--- src/rtl/core/sssp_pkg.sv ---
`timescale 1ns / 1ps
// ---------------------------------------------------------------------------
// sssp_pkg
// shared types and constants of the stepper speed slew / step period core
// ---------------------------------------------------------------------------
package sssp_pkg;

    localparam int MOTOR_W = 1;
    localparam int SPEED_W = 16;
    localparam int ACCEL_W = 15;
    localparam int PERIOD_W = 24;
    localparam int SCALE_W = 8;
    localparam int TICK_W = 27;
    localparam int PROD_W = SPEED_W + SCALE_W + 1;
    localparam int MAG_W = PROD_W - 1;
    localparam int DIV_STEPS = TICK_W;
    localparam int CNT_W = $clog2(DIV_STEPS);
    localparam int DIR_W = 2;
    localparam int CFG_IDX_W = 3;
    localparam int CFG_DATA_W = TICK_W;

    // register indexes
    localparam logic [CFG_IDX_W-1:0] REG_SLEW_STEP = 3'd0;
    localparam logic [CFG_IDX_W-1:0] REG_IDLE_PERIOD = 3'd1;
    localparam logic [CFG_IDX_W-1:0] REG_STEP_SCALE = 3'd2;
    localparam logic [CFG_IDX_W-1:0] REG_TICK_NUMERATOR = 3'd3;

    // register reset values
    localparam logic [ACCEL_W-1:0] SLEW_STEP_RST = 15'd8;
    localparam logic [PERIOD_W-1:0] IDLE_PERIOD_RST = 24'd65535;
    localparam logic [SCALE_W-1:0] STEP_SCALE_RST = 8'd25;
    localparam logic [TICK_W-1:0] TICK_NUMERATOR_RST = 27'd2000000;

    // direction codes
    localparam logic [DIR_W-1:0] DIR_STOP = 2'd0;
    localparam logic [DIR_W-1:0] DIR_FWD = 2'd1;
    localparam logic [DIR_W-1:0] DIR_REV = 2'd2;

    typedef struct packed {
        logic [MOTOR_W-1:0] motor;
        logic signed [SPEED_W-1:0] target_speed;
    } in_item_t;

    typedef struct packed {
        logic [MOTOR_W-1:0] motor_out;
        logic signed [SPEED_W-1:0] current_speed;
        logic [DIR_W-1:0] direction;
        logic [PERIOD_W-1:0] step_period;
    } out_item_t;

    typedef struct packed {
        logic [ACCEL_W-1:0] slew_step;
        logic [PERIOD_W-1:0] idle_period;
        logic [SCALE_W-1:0] step_scale;
        logic [TICK_W-1:0] tick_numerator;
    } cfg_t;

    // controller to datapath commands
    typedef struct packed {
        logic load_in;
        logic slew;
        logic mul;
        logic prep;
        logic div_step;
        logic out_load;
    } cmd_t;

endpackage

--- src/rtl/core/sssp_ifs.sv ---
`timescale 1ns / 1ps
// ---------------------------------------------------------------------------
// sssp channel interfaces
// valid/ready stream channel and configuration write channel
// ---------------------------------------------------------------------------
interface sssp_stream_if #(
    parameter type T = logic
);
    logic valid;
    logic ready;
    T data;

    modport source (output valid, output data, input ready);
    modport sink (input valid, input data, output ready);
endinterface

interface sssp_cfg_if;
    logic valid;
    logic ready;
    logic [sssp_pkg::CFG_IDX_W-1:0] index;
    logic [sssp_pkg::CFG_DATA_W-1:0] wdata;

    modport source (output valid, output index, output wdata, input ready);
    modport sink (input valid, input index, input wdata, output ready);
endinterface

--- src/rtl/core/sssp_ctrl.sv ---
`timescale 1ns / 1ps
// ---------------------------------------------------------------------------
// sssp_ctrl
// sequencer: slew, multiply, divide and result hand-off
// ---------------------------------------------------------------------------
module sssp_ctrl (
    input  logic clk,
    input  logic rst_n,
    input  logic in_valid,
    output logic in_ready,
    output logic out_valid,
    input  logic out_ready,
    output sssp_pkg::cmd_t cmd
);
    import sssp_pkg::*;

    localparam logic [2:0] S_IDLE = 3'd0;
    localparam logic [2:0] S_SLEW = 3'd1;
    localparam logic [2:0] S_MUL = 3'd2;
    localparam logic [2:0] S_PREP = 3'd3;
    localparam logic [2:0] S_DIV = 3'd4;
    localparam logic [2:0] S_FIN = 3'd5;

    logic [2:0] state_reg, state_next;
    logic [CNT_W-1:0] cnt_reg, cnt_next;
    logic out_valid_reg, out_valid_next;
    logic in_fire;

    assign in_ready = (state_reg == S_IDLE);
    assign in_fire = in_valid && in_ready;
    assign out_valid = out_valid_reg;

    always_comb
    begin
        state_next = state_reg;
        cnt_next = cnt_reg;
        out_valid_next = out_valid_reg;
        cmd = '0;
        if (out_valid_reg && out_ready)
        begin
            out_valid_next = 1'b0;
        end
        unique case (state_reg)
            S_IDLE:
            begin
                if (in_fire)
                begin
                    cmd.load_in = 1'b1;
                    state_next = S_SLEW;
                end
            end
            S_SLEW:
            begin
                cmd.slew = 1'b1;
                state_next = S_MUL;
            end
            S_MUL:
            begin
                cmd.mul = 1'b1;
                state_next = S_PREP;
            end
            S_PREP:
            begin
                cmd.prep = 1'b1;
                cnt_next = '0;
                state_next = S_DIV;
            end
            S_DIV:
            begin
                cmd.div_step = 1'b1;
                cnt_next = cnt_reg + 1'b1;
                if (cnt_reg == CNT_W'(DIV_STEPS - 1))
                begin
                    state_next = S_FIN;
                end
            end
            S_FIN:
            begin
                // wait for the output register to free up
                if (!out_valid_reg || out_ready)
                begin
                    cmd.out_load = 1'b1;
                    out_valid_next = 1'b1;
                    state_next = S_IDLE;
                end
            end
            default:
            begin
                state_next = S_IDLE;
            end
        endcase
    end

    always_ff @(posedge clk or negedge rst_n)
    begin
        if (!rst_n)
        begin
            state_reg <= S_IDLE;
            cnt_reg <= '0;
            out_valid_reg <= 1'b0;
        end
        else
        begin
            state_reg <= state_next;
            cnt_reg <= cnt_next;
            out_valid_reg <= out_valid_next;
        end
    end

`ifndef SYNTHESIS
    a_accept_starts_slew: assert property (@(posedge clk) disable iff (!rst_n)
        in_fire |=> (state_reg == S_SLEW))
        else $error("accepted request did not start the slew step");

    a_no_overwrite: assert property (@(posedge clk) disable iff (!rst_n)
        cmd.out_load |-> (!out_valid_reg || out_ready))
        else $error("result loaded over one not yet taken");

    a_div_count_range: assert property (@(posedge clk) disable iff (!rst_n)
        (state_reg == S_DIV) |-> (cnt_reg < CNT_W'(DIV_STEPS)))
        else $error("divide step count out of range");

    a_div_then_fin: assert property (@(posedge clk) disable iff (!rst_n)
        (state_reg == S_DIV && cnt_reg == CNT_W'(DIV_STEPS - 1)) |=> (state_reg == S_FIN))
        else $error("divide did not finish after the last step");
`endif

endmodule

--- src/rtl/core/sssp_dp.sv ---
`timescale 1ns / 1ps
// ---------------------------------------------------------------------------
// sssp_dp
// speed store, slew limit, scale multiply, restoring divider, result register
// ---------------------------------------------------------------------------
module sssp_dp #(
    parameter int NUM_MOTORS = 2
) (
    input  logic clk,
    input  logic rst_n,
    input  sssp_pkg::cmd_t cmd,
    input  sssp_pkg::cfg_t cfg,
    input  sssp_pkg::in_item_t in_item,
    output sssp_pkg::out_item_t out_item
);
    import sssp_pkg::*;

    logic signed [SPEED_W-1:0] speed_reg [NUM_MOTORS];
    logic [MOTOR_W-1:0] motor_reg;
    logic signed [SPEED_W-1:0] target_reg;
    logic signed [SPEED_W-1:0] spd_reg, spd_next;
    logic signed [PROD_W-1:0] prod_reg;
    logic [MAG_W-1:0] mag_reg;
    logic [DIR_W-1:0] dir_reg;
    logic [MAG_W-1:0] rem_reg, rem_next;
    logic [TICK_W-1:0] quo_reg, quo_next;
    out_item_t out_reg;

    logic motor_ok;
    logic signed [SPEED_W-1:0] spd_cur;
    logic signed [SPEED_W:0] diff, acc, spd_ext, tgt_ext, spd_dn, spd_up;
    logic signed [PROD_W-1:0] prod_neg;
    logic [MAG_W:0] rem_sh, rem_sub;
    logic rem_ge;
    logic [TICK_W-1:0] quo_min1;
    logic [PERIOD_W-1:0] period;

    assign motor_ok = (32'(motor_reg) < NUM_MOTORS);

    // slew limit
    always_comb
    begin
        spd_cur = '0;
        for (int i = 0; i < NUM_MOTORS; i++)
        begin
            if (32'(motor_reg) == i)
            begin
                spd_cur = speed_reg[i];
            end
        end
        spd_ext = {spd_cur[SPEED_W-1], spd_cur};
        tgt_ext = {target_reg[SPEED_W-1], target_reg};
        acc = {2'b00, cfg.slew_step};
        diff = spd_ext - tgt_ext;
        spd_dn = spd_ext - acc;
        spd_up = spd_ext + acc;
        if (!motor_ok)
        begin
            spd_next = '0;
        end
        else if (diff > acc)
        begin
            spd_next = spd_dn[SPEED_W-1:0];
        end
        else if (diff < -acc)
        begin
            spd_next = spd_up[SPEED_W-1:0];
        end
        else
        begin
            spd_next = target_reg;
        end
    end

    // one quotient bit a step
    assign prod_neg = -prod_reg;
    assign rem_sh = {rem_reg, quo_reg[TICK_W-1]};
    assign rem_ge = (rem_sh >= {1'b0, mag_reg});
    assign rem_sub = rem_sh - {1'b0, mag_reg};
    assign rem_next = rem_ge ? rem_sub[MAG_W-1:0] : rem_sh[MAG_W-1:0];
    assign quo_next = {quo_reg[TICK_W-2:0], rem_ge};

    // period clamp
    always_comb
    begin
        quo_min1 = (quo_reg == '0) ? TICK_W'(1) : quo_reg;
        if (dir_reg == DIR_STOP)
        begin
            period = cfg.idle_period;
        end
        else if (quo_min1 > {{(TICK_W - PERIOD_W){1'b0}}, cfg.idle_period})
        begin
            period = cfg.idle_period;
        end
        else
        begin
            period = quo_min1[PERIOD_W-1:0];
        end
    end

    always_ff @(posedge clk or negedge rst_n)
    begin
        if (!rst_n)
        begin
            for (int i = 0; i < NUM_MOTORS; i++)
            begin
                speed_reg[i] <= '0;
            end
        end
        else if (cmd.slew && motor_ok)
        begin
            for (int i = 0; i < NUM_MOTORS; i++)
            begin
                if (32'(motor_reg) == i)
                begin
                    speed_reg[i] <= spd_next;
                end
            end
        end
    end

    always_ff @(posedge clk)
    begin
        if (cmd.load_in)
        begin
            motor_reg <= in_item.motor;
            target_reg <= in_item.target_speed;
        end
        if (cmd.slew)
        begin
            spd_reg <= spd_next;
        end
        if (cmd.mul)
        begin
            prod_reg <= PROD_W'(spd_reg) * PROD_W'($signed({1'b0, cfg.step_scale}));
        end
        if (cmd.prep)
        begin
            mag_reg <= prod_reg[PROD_W-1] ? prod_neg[MAG_W-1:0] : prod_reg[MAG_W-1:0];
            if (prod_reg == '0)
            begin
                dir_reg <= DIR_STOP;
            end
            else if (prod_reg[PROD_W-1])
            begin
                dir_reg <= DIR_REV;
            end
            else
            begin
                dir_reg <= DIR_FWD;
            end
            rem_reg <= '0;
            quo_reg <= cfg.tick_numerator;
        end
        if (cmd.div_step)
        begin
            rem_reg <= rem_next;
            quo_reg <= quo_next;
        end
        if (cmd.out_load)
        begin
            out_reg.motor_out <= motor_reg;
            out_reg.current_speed <= spd_reg;
            out_reg.direction <= dir_reg;
            out_reg.step_period <= period;
        end
    end

    assign out_item = out_reg;

endmodule

--- src/rtl/core/stepper_speed_slew_to_period_core.sv ---
`timescale 1ns / 1ps
// ---------------------------------------------------------------------------
// stepper_speed_slew_to_period_core
// per-motor speed slew limiter with scaled-speed to step-period conversion
// ---------------------------------------------------------------------------
//
//  channel  | dir  | payload                                      | handshake
//  ---------+------+----------------------------------------------+----------
//  in_ch    | sink | motor, target_speed                          | valid/ready
//  out_ch   | src  | motor_out, current_speed, direction,         | valid/ready
//           |      | step_period                                  |
//  cfg      | sink | index, wdata (register write)                | valid/ready
//
//  after a request is accepted it passes the slew step, the multiply, the
//  magnitude step, the restoring divider (one quotient bit a cycle, over the
//  27 bit tick numerator) and the load of the output register, in that
//  order
//  one request in flight at a time; in_ch.ready is high only when idle
//  a held result stalls only the final load, the divide runs on regardless
//  reset clears the speed of every motor and loads the default registers
//  cfg.ready is always high; writes are expected while idle
// ---------------------------------------------------------------------------
module stepper_speed_slew_to_period_core #(
    parameter int NUM_MOTORS = 2
) (
    input  logic clk,
    input  logic rst_n,
    sssp_stream_if.sink in_ch,
    sssp_stream_if.source out_ch,
    sssp_cfg_if.sink cfg
);
    import sssp_pkg::*;

    // configuration registers
    cfg_t cfg_reg;
    cmd_t cmd;

    assign cfg.ready = 1'b1;

    always_ff @(posedge clk or negedge rst_n)
    begin
        if (!rst_n)
        begin
            cfg_reg.slew_step <= SLEW_STEP_RST;
            cfg_reg.idle_period <= IDLE_PERIOD_RST;
            cfg_reg.step_scale <= STEP_SCALE_RST;
            cfg_reg.tick_numerator <= TICK_NUMERATOR_RST;
        end
        else if (cfg.valid)
        begin
            // masked to each register width; unknown indexes fall through
            unique case (cfg.index)
                REG_SLEW_STEP:
                begin
                    cfg_reg.slew_step <= cfg.wdata[ACCEL_W-1:0];
                end
                REG_IDLE_PERIOD:
                begin
                    cfg_reg.idle_period <= cfg.wdata[PERIOD_W-1:0];
                end
                REG_STEP_SCALE:
                begin
                    cfg_reg.step_scale <= cfg.wdata[SCALE_W-1:0];
                end
                REG_TICK_NUMERATOR:
                begin
                    cfg_reg.tick_numerator <= cfg.wdata[TICK_W-1:0];
                end
                default:
                begin
                end
            endcase
        end
    end

    // sequencer
    sssp_ctrl u_ctrl (
        .clk       (clk),
        .rst_n     (rst_n),
        .in_valid  (in_ch.valid),
        .in_ready  (in_ch.ready),
        .out_valid (out_ch.valid),
        .out_ready (out_ch.ready),
        .cmd       (cmd)
    );

    // speed store, multiply, divide and result register
    sssp_dp #(
        .NUM_MOTORS (NUM_MOTORS)
    ) u_dp (
        .clk      (clk),
        .rst_n    (rst_n),
        .cmd      (cmd),
        .cfg      (cfg_reg),
        .in_item  (in_ch.data),
        .out_item (out_ch.data)
    );

endmodule
--- src/flat_wrapper.sv ---
// flat-port wrapper written by rule: the top's interface ports become plain ports
module stepper_speed_slew_to_period_core_flat import sssp_pkg::*;
#(
    parameter int NUM_MOTORS = 2
)
  (clk, rst_n, in_ch_valid, in_ch_data, in_ch_ready, out_ch_valid, out_ch_data, out_ch_ready, cfg_valid, cfg_index, cfg_wdata, cfg_ready);
  sssp_stream_if in_ch_i ();
  sssp_stream_if out_ch_i ();
  sssp_cfg_if cfg_i ();
  input  logic clk;
  input  logic rst_n;
  input wire logic [$bits(in_ch_i.valid)-1:0] in_ch_valid;
  input wire logic [$bits(in_ch_i.data)-1:0] in_ch_data;
  output wire logic [$bits(in_ch_i.ready)-1:0] in_ch_ready;
  output wire logic [$bits(out_ch_i.valid)-1:0] out_ch_valid;
  output wire logic [$bits(out_ch_i.data)-1:0] out_ch_data;
  input wire logic [$bits(out_ch_i.ready)-1:0] out_ch_ready;
  input wire logic [$bits(cfg_i.valid)-1:0] cfg_valid;
  input wire logic [$bits(cfg_i.index)-1:0] cfg_index;
  input wire logic [$bits(cfg_i.wdata)-1:0] cfg_wdata;
  output wire logic [$bits(cfg_i.ready)-1:0] cfg_ready;
  assign in_ch_i.valid = in_ch_valid;
  assign in_ch_i.data = in_ch_data;
  assign in_ch_ready = in_ch_i.ready;
  assign out_ch_valid = out_ch_i.valid;
  assign out_ch_data = out_ch_i.data;
  assign out_ch_i.ready = out_ch_ready;
  assign cfg_i.valid = cfg_valid;
  assign cfg_i.index = cfg_index;
  assign cfg_i.wdata = cfg_wdata;
  assign cfg_ready = cfg_i.ready;
  stepper_speed_slew_to_period_core #(.NUM_MOTORS(NUM_MOTORS)) u_core (.clk(clk), .rst_n(rst_n), .in_ch(in_ch_i), .out_ch(out_ch_i), .cfg(cfg_i));
endmodule
--- config.mk ---
export PLATFORM = sky130hd
export DESIGN_NAME = stepper_speed_slew_to_period_core_flat
export DESIGN_NICKNAME = d
export VERILOG_FILES = /design/src/rtl/core/sssp_pkg.sv /design/src/rtl/core/sssp_ifs.sv /design/src/rtl/core/sssp_ctrl.sv /design/src/rtl/core/sssp_dp.sv /design/src/rtl/core/stepper_speed_slew_to_period_core.sv /design/src/flat_wrapper.sv
export SDC_FILE = /design/constraint.sdc
export NUM_CORES = 1
export LEC_CHECK = 0
export BUFFER_PORTS_ARGS = -buffer_cell sky130_fd_sc_hd__buf_4
export CAP_MARGIN = 20
export CORE_MARGIN = 2
export CORE_UTILIZATION = 65
export DETAILED_ROUTE_END_ITERATION = 8
export PLACE_DENSITY_LB_ADDON = 0.05
export SLEW_MARGIN = 5
export SYNTH_ARGS = -nofsm -noshare
export SYNTH_HDL_FRONTEND = slang
export SYNTH_HIERARCHICAL = 1
export SYNTH_SLANG_ARGS = --single-unit
--- constraint.sdc ---
create_clock -name clk -period 6.6 [get_ports clk]
set_clock_uncertainty 0.1 [all_clocks]
set_input_delay 1.32 -clock clk [delete_from_list [all_inputs] [get_ports clk]]
set_output_delay 1.32 -clock clk [all_outputs]
set_load 0.1 [all_outputs]
# [Word level (Yosys, flattened, before mapping)]
# Cells that the tools add are included.
[op_classes] muxes=28 n_eq_ne=12 n_lt_le_gt_ge=4 reduce_logical=16 n_addsub=7 multipliers=1
[ops] operator="two-way mux 24 bit" count=4
[ops] operator="two-way mux 27 bit" count=3
[ops] operator="two-way mux 16 bit" count=2
[ops] operator="> comparator 27 x 24 -> 1 bit" count=1
[ops] operator="zero test 27 bit" count=1
[ops] operator=">= comparator 25 x 24 -> 1 bit" count=1
[ops] operator="zero test 25 bit" count=1
[ops] operator="multiplier 16 x 9 -> 25 bit" count=1
[ops] operator="negation 24 bit" count=1
[ops] operator="subtractor 24 bit" count=1
[ops] operator="case mux 3 bit (6 select lines)" count=1
[ops] operator="> comparator 17 x 16 -> 1 bit" count=1
[ops] operator="less-than comparator 17 bit" count=1
[ops] operator="negation 15 -> 17 bit" count=1
[ops] operator="subtractor 16 x 2 -> 17 bit" count=1
[ops] operator="adder 16 bit" count=1
[ops] operator="subtractor 16 bit" count=1
[ops] operator="two-way mux 1 bit" count=13
[ops] operator="== test 3 x 2 -> 1 bit (second input constant)" count=4
[ops] operator="case mux 5 bit (2 select lines)" count=1
[ops] operator="two-way mux 3 bit" count=3
[ops] operator="AND reduction 2 bit" count=4
[ops] operator="== test 3 x 1 -> 1 bit (second input constant)" count=2
[ops] operator="== test 3 bit (second input constant)" count=2
[ops] operator="other kinds (12)" count=16
[word_totals] output_inout_bits=4 ff_bits=219 elab_cells=84 in_bits=36

# [Longest topological paths before layout]
# Gate-level depths: netlist (run 1).
[depth] ltp_word=5 mapped_depth=24 ltp_nobuf=20

# [Cells and area by module]
# The synthesis (run 1) kept the hierarchy.
[modules_own_cells] mod="sssp_dp" area_each_um2=18296.3 cells_each=1825 seq_area_each_um2=6145.9 instances=1
[modules_own_cells] mod="stepper_speed_slew_to_period_core" area_each_um2=2952.8 cells_each=162 seq_area_each_um2=1885.6 instances=1
[modules_own_cells] mod="sssp_ctrl" area_each_um2=488.0 cells_each=46 seq_area_each_um2=225.2 instances=1

# [Worst setup path after synthesis (run 1)]
# No wires, ideal clock.
[synth_timing] path_kind="flip-flop to flip-flop" start="register u_core/cfg_reg[31] (netlist name)" end="register u_core.u_dp.prod_reg[24], data pin" t_arrival_ns=5.102 t_required_ns=6.240 stages_incl_launch_ff=20 setup_ns=0.260 synth_period_minus_slack_ns=5.462 path_buffers=1 path_slack_ns=1.138 path_cell_list="dfstp_2 clkbuf_1 nand2_1 fa_1 fa_1 inv_1 fa_1 inv_1 fa_1 inv_1 ha_1 and2_1 a311oi_1 a221oi_1 nor2_1 a2111oi_0 or3_1 a31o_2 a21oi_1 xnor2_1"
[synth_between] elab_chain_len=1
[synth_lines] element="start, declared" line="stepper_speed_slew_to_period_core.sv:35" source="cfg_t cfg_reg;"
[synth_lines] element="multiplier 16 x 9 -> 25 bit" line="sssp_dp.sv:135" source="prod_reg <= PROD_W'(spd_reg) * PROD_W'($signed({1'b0, cfg.step_scale}));"
[synth_lines] element="end signal, assigned" line="sssp_dp.sv:135"
[synth_lines] element="end, declared" line="sssp_dp.sv:22" source="logic signed [PROD_W-1:0] prod_reg;"
# No other way between the ends.
# A chain may end at the register's enable or synchronous reset.

# [Worst setup path after layout (run 1)]
[layout_timing] start="register u_core/cfg_reg[29] (netlist name)" end="register u_core.u_dp.prod_reg[24], data pin"
# The elaborated chain is that of the path after synthesis.

==> results of run 1 <==
-- stage by stage --
step	hold slack (ns)	area [um^2]	worst slack (ns)
2_1_floorplan	0.338	20300	1.14
3_3_place_gp	0.352	20700	0.773
3_5_place_dp	0.365	20700	0.571
4_1_cts	0.380	21700	0.550
5_1_grt	0.425	21800	0.181
6_report	0.384	21800	0.641
-- metal layers --
metal / up-vias / wire length, um / GRT usage
met1: 6937 / 19100 / 0.364
met5: - / 0 / 0
met3: 91 / 1850 / 0.0376
met4: 0 / 1440 / 0.0887
li1: 6849 / - / -
met2: 341 / 21500 / 0.489
-- area by class of cell --
type | instances | area (um^2)
Tap cell | 396 | 495
Multi-Input combinational cell | 1379 | 11900
Clock buffer | 35 | 790
Timing Repair Buffer | 51 | 423
Clock inverter | 19 | 173
Inverter | 272 | 1020
Fill cell | 2310 | 8820
Sequential cell | 251 | 7000
-- what timing repair did --
action                                  CTS  global route
endpoints found under the setup margin    0             3
setup buffers                             0             0
hold endpoints to repair                  0             0
resized for setup                         0             2
-- worst register-to-register path, cell delays in order, from the launching register on --
cell and delay (ns):
dfrtp_1 0.68, nand2_1 0.16, fa_1 0.55, inv_1 0.05
fa_1 0.50, fa_1 0.50, inv_1 0.05, fa_1 0.52
inv_1 0.04, ha_1 0.36, and2_1 0.17, a311oi_1 0.49
a221oi_1 0.25, nor2_1 0.18, a2111oi_0 0.15, or3_1 0.42
a31o_2 0.25, a21oi_1 0.17, xnor2_1 0.10
-- worst max path at each step --
stage	startpoint	to	slack [ns]	cells past startpoint
finish	u_core/cfg_reg[29]	u_core/u_dp/prod_reg[24]	0.64	18
global route	u_core/u_dp/motor_reg	u_core/u_dp/speed_reg[12]	0.18	19
CTS	u_core/u_dp/motor_reg	u_core/u_dp/speed_reg[28]	0.55	19
detailed placement	u_core/u_dp/motor_reg	u_core/u_dp/speed_reg[28]	0.57	19
global placement	u_core/u_dp/motor_reg	u_core/u_dp/spd_reg[10]	0.77	19
floorplan	u_core/cfg_reg[31]	u_core/u_dp/prod_reg[24]	1.14	19
==> out/qor.yml, run 1 <==
max_slew_margin: 0.318
fin_crit_ns: 5.96
regToRegSetupSlack_ns: 0.64
holdPathEnd: "u_core/u_dp/speed_reg[12]"
max_stage_delay_ns: 0.68
dieWidth_um: 180
timing.critical_path.mode_cell: "fa_1"
arrival_ns: 6.17
r2r.worst_path.cells: 18
grt-ovfl-total: 0
cts_root_buffer: "clkbuf_16"
first_pass_iters: 5
first_global_vias: 14771
r2r_start: "u_core/cfg_reg[29]"
area_growth_pct: 7.70
path_cells: "nand2_1, fa_1, inv_1, fa_1, fa_1, inv_1, fa_1, inv_1, ha_1, and2_1, a311oi_1, a221oi_1, nor2_1, a2111oi_0, or3_1, a31o_2, a21oi_1, xnor2_1"
layout.cells.non_filler: 2403
utilization: 0.712
fp.coreArea_um2: 30600
post-place-cells: 2346
cp_slowest_cell: "dfrtp_1"
dp_hpwl_mm: 33.1
numCtsBuffers: 29
slew_violations: 0
die_h_um: 180
die_area_um2: 32500
cp_max_fo: 17
cp_top_family: "adder cells"
synth_cells: 1967
htree_levels: 1
cts_tree: "yes"
viasPerCell: 5.92
fin_crit_sh: 0.903
clkSinkCount: 251
worstPathRequired_ns: 6.81
fmax_ghz: 0.168
r2r-end: "u_core/u_dp/prod_reg[24]"
start_kind: "register"
antenna_found_initial: 0
drc: 0
status: "finished clean"
wl_per_cell_um: 18.3
start_util: 0.661
boundaryPins: 40
layout_commonest_cell: "inv_1"
rsz0062_at_grt: "no"
critPathBufInv: 3
vias: 14218
endpoint_kind: "register"
hold_violations: 0
gp_congestion: 0.933
drive_gt1_frac: 0.139
setup_viol: 0
largest_register_ff_count: 74
drt_iter0_drc: 871
layout_common_cells: "inv_1 (270), ha_1 (178), edfxtp_1 (136), nand2_1 (128), fa_1 (106)"
ant_nets: 0
hold_path_startpoint: "u_core/u_dp/speed_reg[12]"
ys_warn_count: 6
cts.path.max_buffers: 3
grt_pass1_wl_mm: 74.5
portBuffers: 38
worst_skew_pair.late_latency_ns: 0.58
n_antenna_cell: 0
maxCapViolations: 0
syn-cell-area_um2: 20200
nets: 2304
worst-setup-path-type: "register to register"
path_clk_slew_ns: 0.06
row_count: 64
min_path_type: "register to register"
holdPathStages: 2
avgSynthCellArea_um2: 10.3
grt_max_degree: 60
track_usage: 0.281
setup_tns_ns: 0
tightestPinTransition_ns: 1.02
cts_hold_buf: 0
routed_wl_mm: 44.0
Power of run 1 is left out: the tool's default activity adds up to more than one toggle a clock period on the data nets, which glitch-free logic cannot reach.
==> run 2, diff against run 1 <==
--- a/config.mk
+++ b/config.mk
@@ -6,11 +6,10 @@
 export NUM_CORES = 1
 export LEC_CHECK = 0
 export BUFFER_PORTS_ARGS = -buffer_cell sky130_fd_sc_hd__buf_4
-export CAP_MARGIN = 20
 export CORE_MARGIN = 2
-export CORE_UTILIZATION = 65
+export CORE_UTILIZATION = 55
 export DETAILED_ROUTE_END_ITERATION = 8
-export PLACE_DENSITY_LB_ADDON = 0.05
+export PLACE_DENSITY_LB_ADDON = 0.1
 export SLEW_MARGIN = 5
 export SYNTH_ARGS = -nofsm -noshare
 export SYNTH_HDL_FRONTEND = slang
==> out/qor.yml, run 2 (same netlist as run 1, synthesis figures left out) <==
fin_crit_sh: 0.901  # -0.00146
setup_viol: 0  # unchanged
start_util: 0.555  # -0.106
layout_common_cells: "inv_1 (270), ha_1 (178), edfxtp_1 (136), nand2_1 (128), fa_1 (106)"
arrival_ns: 6.16  # about the same
max_stage_delay_ns: 0.69  # about the same
maxCapViolations: 0  # unchanged
cp_max_fo: 17  # unchanged
holdPathEnd: "u_core/u_dp/speed_reg[9]"
antenna_found_initial: 0  # unchanged
worstPathRequired_ns: 6.81  # about the same
r2r.worst_path.cells: 18  # unchanged
cts_tree: "yes"
cts_setup_buffers: 0  # unchanged
min_path_type: "register to register"
first_global_vias: 14643  # -0.87%
hold_violations: 0  # unchanged
drc: 0  # unchanged
grt-ovfl-total: 0  # unchanged
setup_tns_ns: 0  # unchanged
track_usage: 0.240  # -0.0410
holdPathStages: 2  # unchanged
dieWidth_um: 196  # +8.5%
worst-setup-path-type: "register to register"
r2r-end: "u_core/u_dp/prod_reg[24]"
die_h_um: 196  # +8.5%
ant_nets: 0  # unchanged
worst_skew_pair.late_latency_ns: 0.58  # about the same
r2r_start: "u_core/cfg_reg[29]"
cts.path.max_buffers: 3  # unchanged
htree_levels: 1  # unchanged
clkSinkCount: 251  # unchanged
drt_iter0_drc: 797  # -8.5%
regToRegSetupSlack_ns: 0.65  # about the same
boundaryPins: 40  # unchanged
first_pass_iters: 5  # unchanged
gp_congestion: 0.946  # +1.3%
cts_root_buffer: "clkbuf_16"
start_kind: "register"
dp_hpwl_mm: 33.5  # +1.2%
path_cells: "nand2_1, fa_1, inv_1, fa_1, fa_1, inv_1, fa_1, inv_1, ha_1, and2_1, a311oi_1, a221oi_1, nor2_1, a2111oi_0, or3_1, a31o_2, a21oi_1, xnor2_1"
die_area_um2: 38300  # +18%
fin_crit_ns: 5.95  # -0.00962 ns
multi_input_area_um2: 11900  # about the same
status: "finished clean"
grt_max_degree: 65  # +8.3%
largest_register_ff_count: 74  # unchanged
numCtsBuffers: 30  # +3.4%
hold_path_startpoint: "u_core/u_dp/speed_reg[9]"
seqCellArea_um2: 7000  # unchanged
fmax_ghz: 0.168  # +0.16%
slew_violations: 0  # unchanged
timing.critical_path.mode_cell: "fa_1"
drive_gt1_frac: 0.134  # -0.00455
viasPerCell: 5.72  # -3.3%
fp.coreArea_um2: 36400  # +19%
n_antenna_cell: 0  # unchanged
endpoint_kind: "register"
wl_per_cell_um: 17.8  # -2.9%
nets: 2304  # unchanged
tightestPinTransition_ns: 1.14  # +0.119 ns
path_clk_slew_ns: 0.06  # about the same
layout_commonest_cell: "inv_1"
portBuffers: 38  # unchanged
routed_wl_mm: 44.0  # about the same
max_slew_margin: 0.239  # -0.0792
ctsResizeCount: 0  # unchanged
area_growth_pct: 7.80  # about the same
cp_slowest_cell: "dfrtp_1"
grt_pass1_wl_mm: 74.3  # -0.26%
vias: 14168  # -0.35%
cts_hold_buf: 0  # unchanged
fill_cells: 3142  # +36%
rsz0062_at_grt: "no"
row_count: 70  # +9.4%
-- run 2: layer usage --
layer	vias to the layer above	share of wire	GRT usage
met5	-	0	0
met4	0	0.040	0.0909
met3	103	0.043	0.0327
met2	309	0.47	0.401
met1	6902	0.45	0.319
li1	6854	-	-
-- run 2: final cells by class --
type / instances / area share
timing repair buffer: 50 / 0.0172
clock inverter: 13 / 0.00459
inverter: 272 / 0.0469
multi-input combinational: 1379 / 0.545
sequential: 251 / 0.321
clock buffer: 43 / 0.0386
tap: 468 / 0.0269
-- run 2: critical path, delay by kind of cell, from the launching register on --
| kind | cells | cell delay [ns] |
|---|---|---|
| compound gates | 5 | 1.32 |
| simple gates | 4 | 0.94 |
| flops | 1 | 0.69 |
| xor+xnor | 1 | 0.09 |
| fa+ha+maj | 5 | 2.39 |
| buf+inv | 3 | 0.14 |
-- run 2: how the worst max path moves through the flow --
| stage | from | cells after the start | slack (ns) | endpoint |
|---|---|---|---|---|
| after global routing | u_core/cfg_reg[29] | 18 | 0.25 | u_core/u_dp/prod_reg[24] |
| after global placement | u_core/cfg_reg[31] | 18 | 0.80 | u_core/u_dp/prod_reg[24] |
| after CTS | u_core/cfg_reg[29] | 18 | 0.66 | u_core/u_dp/prod_reg[24] |
| final | u_core/cfg_reg[29] | 18 | 0.65 | u_core/u_dp/prod_reg[24] |
| after detailed placement | u_core/cfg_reg[29] | 18 | 0.68 | u_core/u_dp/prod_reg[24] |
| after floorplan | u_core/cfg_reg[31] | 19 | 1.14 | u_core/u_dp/prod_reg[24] |
-- run 2: through the flow --
stage	hold slack [ns]	utilization	cells	area (um^2)	setup slack, ns
2_1_floorplan	0.338	-	1982	20300	1.14
3_3_place_gp	0.353	0.572	2420	20800	0.800
3_5_place_dp	0.369	0.572	2420	20800	0.675
4_1_cts	0.382	0.598	2476	21800	0.659
5_1_grt	0.410	0.598	2476	21800	0.246
6_report	0.380	0.598	2476	21800	0.651
Power of run 2 is left out for the same reason.
